--- config.mk ---
export PLATFORM = sky130hd
export DESIGN_NAME = shb_fifo
export DESIGN_NICKNAME = d
export VERILOG_FILES = /design/src/hdl/shb_pkg.sv /design/src/hdl/shb_fifo.sv
export SDC_FILE = /design/constraint.sdc
export NUM_CORES = 1
export LEC_CHECK = 0
export CORE_MARGIN = 8
export CORE_UTILIZATION = 55
export CTS_CLUSTER_DIAMETER = 80
export DETAILED_ROUTE_END_ITERATION = 10
export DONT_BUFFER_PORTS = 1
export PLACE_DENSITY = 0.7
export SKIP_CTS_REPAIR_TIMING = 1
export SLEW_MARGIN = 20
export SYNTH_ARGS = -nofsm -noshare
export SYNTH_HDL_FRONTEND = slang
export SYNTH_SLANG_ARGS = --single-unit
--- constraint.sdc ---
create_clock -name clk -period 15.5 [get_ports clk]
set_clock_uncertainty 0.15 [all_clocks]
set_input_delay 0.775 -clock clk [delete_from_list [all_inputs] [get_ports clk]]
set_output_delay 0.775 -clock clk [all_outputs]
set_load 0.1 [all_outputs]
--- src/hdl/shb_pkg.sv ---
// Shared types, constants and the block multiply for the 256-bit block hash.
// Used by every module in this folder; depends on nothing.
package shb_pkg;

	// Stream widths: tdata carries block_low, block_high, valid_bytes (133 bits -> 17 bytes)
	localparam int unsigned S_TDATA_W   = 136;
	localparam int unsigned M_TDATA_W   = 256;
	localparam int unsigned BLOCK_BYTES = 16;
	localparam int unsigned COUNT_W     = 5;

	// Default depth of the queue between front and back
	localparam int unsigned QUEUE_DEPTH_DEF = 4;

	// Per-lane multiplier constants
	localparam logic [31:0] MUL_K0 = 32'h98B3_65A1;
	localparam logic [31:0] MUL_K1 = 32'h52C6_9CAB;
	localparam logic [31:0] MUL_K2 = 32'hB76A_9A41;
	localparam logic [31:0] MUL_K3 = 32'hCC4D_2C7B;

	// Initial lane pair of each 128-bit half
	localparam logic [63:0] INIT_LO = 64'hC726_5595_564A_4447;
	localparam logic [63:0] INIT_HI = 64'h128F_A608_E20C_241D;

	// Xor-shift distances within a 64-bit lane
	localparam int unsigned XS_FIRST  = 29;
	localparam int unsigned XS_SECOND = 21;

	// Four 64-bit lanes, lane 0 in the lowest bits
	typedef logic [3:0][63:0] lanes_t;
	// One 128-bit half: element 0 is the low lane
	typedef logic [1:0][63:0] half_t;

	localparam lanes_t INIT_LANES = {INIT_HI, INIT_LO, INIT_HI, INIT_LO};

	// One queue entry: products of a block plus its kind
	typedef struct packed {
		lanes_t prod;
		logic   has_block;
		logic   last;
	} qent_t;

	// Back-end sequencer states
	typedef enum logic [1:0] {
		B_IDLE,
		B_MIX,
		B_FMUL,
		B_EMIT
	} back_st_t;

	// Four 32x32 products of a block, one per state lane
	function automatic lanes_t mul_block(input logic [63:0] lo, input logic [63:0] hi);
		lanes_t p;
		p[0] = 64'(MUL_K0) * 64'(hi[31:0]);
		p[1] = 64'(MUL_K1) * 64'(hi[63:32]);
		p[2] = 64'(MUL_K2) * 64'(lo[31:0]);
		p[3] = 64'(MUL_K3) * 64'(lo[63:32]);
		return p;
	endfunction

endpackage

--- src/hdl/shb_fifo.sv ---
// Short queue of classified items between the front and back of the block hash.
// Depends on shb_pkg for the entry type.
module shb_fifo #(
	parameter int unsigned DEPTH = shb_pkg::QUEUE_DEPTH_DEF
) (
	input  logic            clk,
	input  logic            arst_n,
	input  logic            push,
	input  shb_pkg::qent_t  wr_ent,
	output logic            full,
	input  logic            pop,
	output shb_pkg::qent_t  rd_ent,
	output logic            empty
);
	import shb_pkg::*;

	localparam int unsigned PTR_W = (DEPTH > 1) ? $clog2(DEPTH) : 1;
	localparam int unsigned CNT_W = $clog2(DEPTH + 1);

	qent_t            ent_q [DEPTH];
	logic [PTR_W-1:0] wr_ptr_q;
	logic [PTR_W-1:0] rd_ptr_q;
	logic [CNT_W-1:0] cnt_q;

	function automatic logic [PTR_W-1:0] next_ptr(input logic [PTR_W-1:0] p);
		return (p == PTR_W'(DEPTH - 1)) ? '0 : p + PTR_W'(1);
	endfunction

	assign full   = (cnt_q == CNT_W'(DEPTH));
	assign empty  = (cnt_q == '0);
	assign rd_ent = ent_q[rd_ptr_q];

	// Pointers and fill count
	always_ff @(posedge clk or negedge arst_n) begin
		if (!arst_n) begin
			wr_ptr_q <= '0;
			rd_ptr_q <= '0;
			cnt_q    <= '0;
		end else begin
			if (push) begin
				wr_ptr_q <= next_ptr(wr_ptr_q);
			end
			if (pop) begin
				rd_ptr_q <= next_ptr(rd_ptr_q);
			end
			if (push && !pop) begin
				cnt_q <= cnt_q + CNT_W'(1);
			end else if (pop && !push) begin
				cnt_q <= cnt_q - CNT_W'(1);
			end
		end
	end

	// Entry storage
	always_ff @(posedge clk) begin
		if (push) begin
			ent_q[wr_ptr_q] <= wr_ent;
		end
	end

	a_no_overflow: assert property (@(posedge clk) disable iff (!arst_n) !(push && full))
		else $error("queue written while full");
	a_no_underflow: assert property (@(posedge clk) disable iff (!arst_n) !(pop && empty))
		else $error("queue read while empty");
	a_ptr_gap: assert property (@(posedge clk) disable iff (!arst_n)
		(empty || full) |-> (wr_ptr_q == rd_ptr_q))
		else $error("queue pointers disagree with fill count");

endmodule

==> results of run 1 <==
[final timing paths]
path	to	slack, ps	depth (start not counted)
min reg2reg	cnt_q[2]	380	1
min	ent_q[1][224]	70	0
max	rd_ent[48]	9780	4
min in group asynchronous	cnt_q[1]	310	1
max in group asynchronous	rd_ptr_q[0]	14600	1
max reg2reg	ent_q[1][141]	11720	5
[cells in the mapped netlist]
library cell  count  area, sq um
edfxtp_1       1032        31000
mux4_2          258         5810
buf_2            28          140
buf_6            23          259
dfrtp_1           7          175
clkbuf_1          6         22.5
ha_1              6         75.1
and2_1            4         25.0
inv_1             4         15.0
mux2_2            3         33.8
nor2_1            3         11.3
nand2_1           2         7.51
o21ai_0           2         10.0
xor2_1            2         17.5
buf_4             1         7.51
fa_1              1         20.0
nor3_1            1         5.00
nor3b_1           1         7.51
xnor2_1           1         8.76
[through the flow]
step	cell area, sq um	worst slack, ps	utilization	hold WS [ps]
after floorplan	37600	8090	-	306
after global placement	38600	9900	0.565	330
after detailed placement	38600	9910	0.566	330
after CTS	41800	9210	0.613	-375
after global routing	41900	9240	0.613	28.6
final	41900	9780	0.613	71.8
[flip-flops by register name (all words and copies together) (netlist names)]
name,cells
ent_q,1032
cnt_q,3
rd_ptr_q,2
wr_ptr_q,2
[cell families after synthesis]
group                    Yosys count
AO/OA/AOI/OAI                      2
XOR/XNOR                           3
adder cells (fa/ha/maj)            7
buffers and inverters             62
flip-flops                      1039
multiplexers                     261
AND/OR/NAND/NOR                   11
[layer usage]
layer / routed length, um / GRT usage / share of wire
met5: 0 / 0 / 0
met3: 8950 / 0.0927 / 0.12
met2: 37000 / 0.305 / 0.50
met1: 26000 / 0.220 / 0.35
met4: 1640 / 0.0511 / 0.022
[layout make-up]
cell class / count / area (sq um) / area share
inverter: 4 / 15.0 / 0.000359
clock buffer: 128 / 2650 / 0.0633
multi-input combinational: 284 / 6050 / 0.145
timing repair buffer: 23 / 273 / 0.00652
tap: 882 / 1100 / 0.0264
sequential: 1039 / 31200 / 0.745
clock inverter: 61 / 588 / 0.0141
[worst max-delay path, cell delays in order, from the launching register on]
cell and delay (ps):
dfrtp_4 1000, buf_6 660, buf_4 750, buf_4 720, mux4_2 880
==> run summary, run 1 <==
Least-Margin Pin Slew -> 1060 ps
Mux contribution to synthesized area -> 0.155
GRT Overall Usage -> 0.187
Fill count -> 4445
Hold wc startpoint -> wr_ent[224]
Detail Route Antenna Nets -> 0
Drt wl/cell -> 30.4 um
Post-synthesis sequential area ratio -> 0.828
Via density -> 6.10
Iteration-0 DRC Markers -> 1116
GP Congestion -> 0.764
Num CTS Buffers -> 100
CTS sink count -> 1039
Final hold vios -> 0
Hold Crit Class -> input port to flip-flop
Worst Setup Start Kind -> flip-flop
Max Root-Sink Buffers -> 3
R2R Path Start -> wr_ptr_q[1]
Final #Nets -> 1721
Commonest non-fill, non-tap cell in the layout -> edfxtp_1
Adder-cell share of the synthesized area -> 0.00253
Worst-path clk slew -> 60 ps
Synthesized area -> 37600 sq um
Die area -> 77100 sq um
Post-Synth Simple-Gate Area -> 0.00150
TritonRoute pass-1 iters -> 5
CP Data Arrival Time -> 4800 ps
Fin Setup TNS -> 0 ps
Pins Over Slew Limit -> 0
P&R area growth vs syn -> 11.2%
Synth Register Bits -> 1039
Synth Instances -> 1385
Initial antenna violation count -> 1
Final setup vio count -> 0
Share of layout cells above drive strength 1 -> 0.281
DRT Wirelength -> 73.5 mm
Minimum clock period -> 5720 ps
Clock root buffer -> clkbuf_16
Ports -> 522
Xor and xnor area share after synthesis -> 0.000698
Fmax achieved -> 175 MHz
Fin cells -> 2421
Largest family of logic cells by synthesized area -> multiplexers
Outcome -> complete, no violations
Post-synthesis compound-gate area fraction -> 0.000266
Synth Warn # -> 0
Vias -> 14800
Critical-path maximum fanout -> 50
Crit path kind -> flip-flop to primary output
Inst Count DP -> 2230
Port Buffer Count -> 0
Crit path capture type -> primary output
FP Rows -> 96
RSZ-0062 raised after global routing -> false
Most frequent cells in the layout -> 1032 x edfxtp_1, 258 x mux4_2, 102 x clkbuf_16
CP required -> 14580 ps
Largest net degree at the start of global routing -> 139
Gr ovfl total -> 0
Vias in the first global route -> 15400
Final HPWL DP -> 45.7 mm
# DRC -> 0
H-tree Lvls -> 3
Clk_lat worst skew -> 640 ps
First-pass GRT wire length -> 106 mm
# diodes -> 0
Post-Syn Nets -> 1654
Synth Area per Inst -> 27.2 sq um
Core ar. -> 68200 sq um
CTS tree -> yes
CP startpoint -> rd_ptr_q[0]
Slew headroom -> 0.290
Die X -> 278 um
Die height -> 278 um
Tcrit/Tclk final -> 0.369
Initial core utilization -> 0.552
# Max-Cap Violations -> 0
Netlist cell types -> 19
Power of run 1 is left out: the tool's default activity adds up to more than one toggle a clock period on the data nets, which glitch-free logic cannot reach.
==> run 2: changes to the inputs <==
- PLACE_DENSITY: 0.7 -> 0.73
- clock period: 15.5 -> 5.25 ns (I/O delays scaled with it)
==> run 2 against run 1 <==
Net effect:
- utilization grew 4.0 points
- via count up 12%
- critical endpoint is now rd_ent[129]
- die area is the same
- hold slack better by 27 ps
- non-clock buffer count is 260 higher
- cell count up 11%
- worst setup slack lost 8200 ps
- first-iteration DRC count grew 35%
==> run summary, run 2 (synthesized netlist as in run 1, its figures left out) <==
Fin cells -> 2691 (+11%)
# DRC -> 0 (unchanged)
Max FFs per register -> 1032 (unchanged)
Die height -> 278 um (unchanged)
Final #Nets -> 1981 (+15%)
Final hold vios -> 0 (unchanged)
Slew headroom -> 0.362 (+0.0713)
Ports -> 522 (unchanged)
Clk_lat worst skew -> 640 ps (about the same)
Die area -> 77100 sq um (unchanged)
First-pass GRT wire length -> 111 mm (+4.8%)
Final HPWL DP -> 45.5 mm (-0.35%)
Critical Path, Cell by Cell -> buf_12, mux4_2
Hold Crit Class -> input port to flip-flop
Initial antenna violation count -> 11 (+10)
Commonest non-fill, non-tap cell in the layout -> edfxtp_1
H-tree Lvls -> 3 (unchanged)
Die X -> 278 um (unchanged)
Critical-path maximum fanout -> 90 (+80%)
Buf/Inv on CP -> 1 (-2)
Vias in the first global route -> 15600 (+1.7%)
Clock root buffer -> clkbuf_16
Fill count -> 4135 (-7.0%)
Via density -> 6.15 (+0.82%)
Core ar. -> 68200 sq um (unchanged)
FP Rows -> 96 (unchanged)
Crit path capture type -> primary output
# Max-Cap Violations -> 0 (unchanged)
CTS sink count -> 1039 (unchanged)
Pins Over Slew Limit -> 0 (unchanged)
Minimum clock period -> 3630 ps
P&R area growth vs syn -> 18.5%
Detail Route Antenna Nets -> 0 (unchanged)
CP Data Arrival Time -> 3220 ps (-1580 ps)
Final setup vio count -> 0 (unchanged)
CTS tree -> yes
Worst Setup Start Kind -> flip-flop
DRT Wirelength -> 84.0 mm (+14%)
Inst Count DP -> 2230 (unchanged)
GRT Overall Usage -> 0.197 (+0.00992)
Gr ovfl total -> 0 (unchanged)
TritonRoute pass-1 iters -> 5 (unchanged)
Least-Margin Pin Slew -> 957 ps (-107 ps)
Worst path slowest cell -> dfrtp_4
Crit path max-delay family -> flip-flops
Vias -> 16500 (+12%)
Crit path kind -> flip-flop to primary output
Initial core utilization -> 0.552 (unchanged)
Iteration-0 DRC Markers -> 1512 (+35%)
Worst-path clk slew -> 70 ps (about the same)
CP required -> 4840 ps (-9740 ps)
Max Root-Sink Buffers -> 3 (unchanged)
Share of layout cells above drive strength 1 -> 0.243 (-0.0387)
Pre-CTS WS -> 2230 ps (-7680 ps)
Most frequent cells in the layout -> 1032 x edfxtp_1, 262 x dlygate4sd3_1, 258 x mux4_2
Outcome -> complete, no violations
Largest Register -> ent_q
Tcrit/Tclk final -> 0.691
Largest registers -> ent_q: 1032 flops, cnt_q: 3 flops
RSZ-0062 raised after global routing -> false
Drt wl/cell -> 31.2 um (+2.7%)
Slowest cell delay on critical path -> 910 ps (-90 ps)
Largest net degree at the start of global routing -> 135 (-2.9%)
Num CTS Buffers -> 100 (unchanged)
GP Congestion -> 0.776 (+1.6%)
Fin Setup TNS -> 0 ps (unchanged)
Fmax achieved -> 276 MHz
Port Buffer Count -> 0 (unchanged)
Final core utilization -> 0.654 (+0.0403)
PnR worst setup slack -> 1620 ps (-8160 ps)
## run 2: cell count changes in the layout (fill, tap and decap cells not counted), moves of 2 or more
cell           previous run  this run
buf_12                    4        12
buf_16                    2         0
buf_4                    14         7
buf_6                     2         0
clkbuf_1                 26        21
clkbuf_8                  0         3
clkinv_1                 21        17
clkinvlp_4                7         5
diode_2                   0        16
dlygate4sd3_1             1       262
## run 2: path summary, 6_finish.rpt
path,slack [ps],cells after the start,start,to
max,1620,2,rd_ptr_q[0],rd_ent[129]
min,100,1,push,ent_q[1][234]
max reg2reg,2610,3,wr_ptr_q[1],ent_q[3][129]
min reg2reg,350,1,cnt_q[2],cnt_q[2]
max in group asynchronous,4280,2,arst_n,rd_ptr_q[0]
min in group asynchronous,370,2,arst_n,cnt_q[2]
## run 2: final cells by class
class	instances	area [sq um]	share of cell area
diodes	16	40.0	0.000898
clock buffers	125	2650	0.0594
clock inverters	58	608	0.0136
inverters	4	15.0	0.000337
multi-input cells	284	6050	0.136
flip-flops and latches	1039	31200	0.699
well taps	882	1100	0.0247
repair buffers	283	2970	0.0665
## run 2: per-layer routing
metal,share of wire,vias up,track usage
met4,0.035,4,0.0610
met3,0.093,164,0.0923
met1,0.36,8790,0.228
li1,-,6712,-
met5,0.00032,-,0
met2,0.52,869,0.327
## run 2: through the flow
step	cell area, sq um	hold WS (ps)
2_1_floorplan	37600	-183
3_3_place_gp	38700	-182
3_5_place_dp	38700	-182
4_1_cts	41900	-891
5_1_grt	44600	86.4
6_report	44600	98.4
Power of run 2 is left out for the same reason.
==> run 3: changes to the inputs <==
- PLACE_DENSITY: 0.73 -> 0.7
- clock period: 5.25 -> 3.6 ns (I/O delays scaled with it)
==> run 3 against run 2 <==
Net effect:
- via count decreased by 0.21%
- design area up 0.98%
- largest cell class unchanged
- cell count up 1.3%
- die area did not move
- register-to-register slack lost 1200 ps
==> run summary, run 3 (synthesized netlist as in run 1, its figures left out) <==
Fin Setup TNS -> 0 ps (unchanged)
CP startpoint -> rd_ptr_q[0]
Capturing point of the worst reg2reg path -> ent_q[1][143]
Die area -> 77100 sq um (unchanged)
Critical Path, Cell by Cell -> buf_12, buf_12, mux4_2
Crit path max-delay family -> multiplexers
Top layer in use -> met5
Crit path kind -> flip-flop to primary output
Worst path slowest cell -> mux4_2
Largest net degree at the start of global routing -> 68 (-50%)
Detail Route Antenna Nets -> 0 (unchanged)
GP Congestion -> 0.742 (-4.4%)
Share of layout cells above drive strength 1 -> 0.255 (+0.0119)
Slew headroom -> 0.500 (+0.138)
Hold Crit Class -> input port to flip-flop
H-tree Lvls -> 3 (unchanged)
FP Rows -> 96 (unchanged)
Commonest non-fill, non-tap cell in the layout -> edfxtp_1
Drt wl/cell -> 29.8 um (-4.4%)
Minimum clock period -> 3090 ps
R2R Path Start -> wr_ptr_q[1]
Clk_lat worst skew -> 630 ps (about the same)
Top cell by count, worst path -> buf_12
CP Data Arrival Time -> 2760 ps (-460 ps)
Buf/Inv on CP -> 2 (+1)
Fmax achieved -> 324 MHz
Critical Path Sink -> rd_ent[126]
Final HPWL DP -> 48.0 mm (+5.4%)
Critical-path maximum fanout -> 22 (-76%)
Slowest cell delay on critical path -> 810 ps (-100 ps)
Ports -> 522 (unchanged)
Max FFs per register -> 1032 (unchanged)
Largest registers -> ent_q: 1032 flops, cnt_q: 3 flops
Initial antenna violation count -> 15 (+4)
DR WL met2 -> 42.5 mm (-1.9%)
RSZ-0062 raised after global routing -> false
CTS sink count -> 1039 (unchanged)
# DRC -> 0 (unchanged)
DRT Wirelength -> 81.3 mm (-3.2%)
CP required -> 3270 ps (-1570 ps)
Vias in the first global route -> 15900 (+1.7%)
Initial core utilization -> 0.552 (unchanged)
Most frequent cells in the layout -> 1032 x edfxtp_1, 262 x dlygate4sd3_1, 258 x mux4_2
Tcrit/Tclk final -> 0.857
Worst Setup Start Kind -> flip-flop
Num CTS Buffers -> 99 (-1.0%)
Port Buffer Count -> 0 (unchanged)
Core ar. -> 68200 sq um (unchanged)
Die X -> 278 um (unchanged)
Final setup vio count -> 0 (unchanged)
Outcome -> complete, no violations
First-pass GRT wire length -> 110 mm (-0.81%)
WL met3 -> 6.80 mm (-13%)
Largest Register -> ent_q
Met1 WL -> 29.4 mm (-1.6%)
Crit path capture type -> primary output
# Max-Cap Violations -> 0 (unchanged)
Worst reg2reg path depth -> 4 (+1)
GRT Overall Usage -> 0.194 (-0.00289)
Pins Over Slew Limit -> 0 (unchanged)
Die height -> 278 um (unchanged)
Vias -> 16500 (-0.21%)
CTS tree -> yes
Reg2Reg Setup Slack -> 1360 ps (-1250 ps)
P&R area growth vs syn -> 19.7%
Via density -> 6.06 (-1.5%)
Gr ovfl total -> 0 (unchanged)
TritonRoute pass-1 iters -> 4 (-1)
Final hold vios -> 0 (unchanged)
Fill count -> 4145 (+0.24%)
Iteration-0 DRC Markers -> 1202 (-21%)
Clock root buffer -> clkbuf_16
Final #Nets -> 2013 (+1.6%)
Max Root-Sink Buffers -> 3 (unchanged)
Least-Margin Pin Slew -> 750 ps (-207 ps)
Critical Path Stages -> 3 (+1)
Worst-path clk slew -> 70 ps (about the same)
run 3: worst min path at each step:
stage | startpoint | endpoint | cells past startpoint
final | wr_ent[219] | ent_q[1][219] | 1
after global routing | wr_ent[24] | ent_q[2][24] | 1
after CTS | arst_n | cnt_q[2] | 0
after detailed placement | arst_n | rd_ptr_q[0] | 0
after global placement | arst_n | cnt_q[1] | 0
after floorplan | arst_n | cnt_q[0] | 0
run 3: final cells by class:
class | count | area (sq um) | share of cell area
sequential | 1039 | 31200 | 0.692
multi-input combinational | 284 | 6050 | 0.134
timing repair buffer | 316 | 3470 | 0.0770
clock buffer | 126 | 2630 | 0.0584
tap | 882 | 1100 | 0.0245
clock inverter | 58 | 561 | 0.0124
antenna | 16 | 40.0 | 0.000889
inverter | 4 | 15.0 | 0.000333
run 3: per-stage QoR:
step	util	cells	setup WS [ps]	hold WS, ps	cell area, sq um
6_report	0.660	2725	513	71.7	45000
5_1_grt	0.660	2719	345	39.1	45000
4_1_cts	0.621	2447	400	-997	42400
3_5_place_dp	0.574	2263	1130	-265	39200
3_3_place_gp	0.574	2263	1150	-265	39200
2_1_floorplan	-	1385	580	-266	37700
run 3: layer usage:
metal,track usage,vias up
li1,-,6779
met1,0.227,8799
met2,0.319,774
met3,0.0900,149
met4,0.0619,4
met5,0,-
Power of run 3 is left out for the same reason.
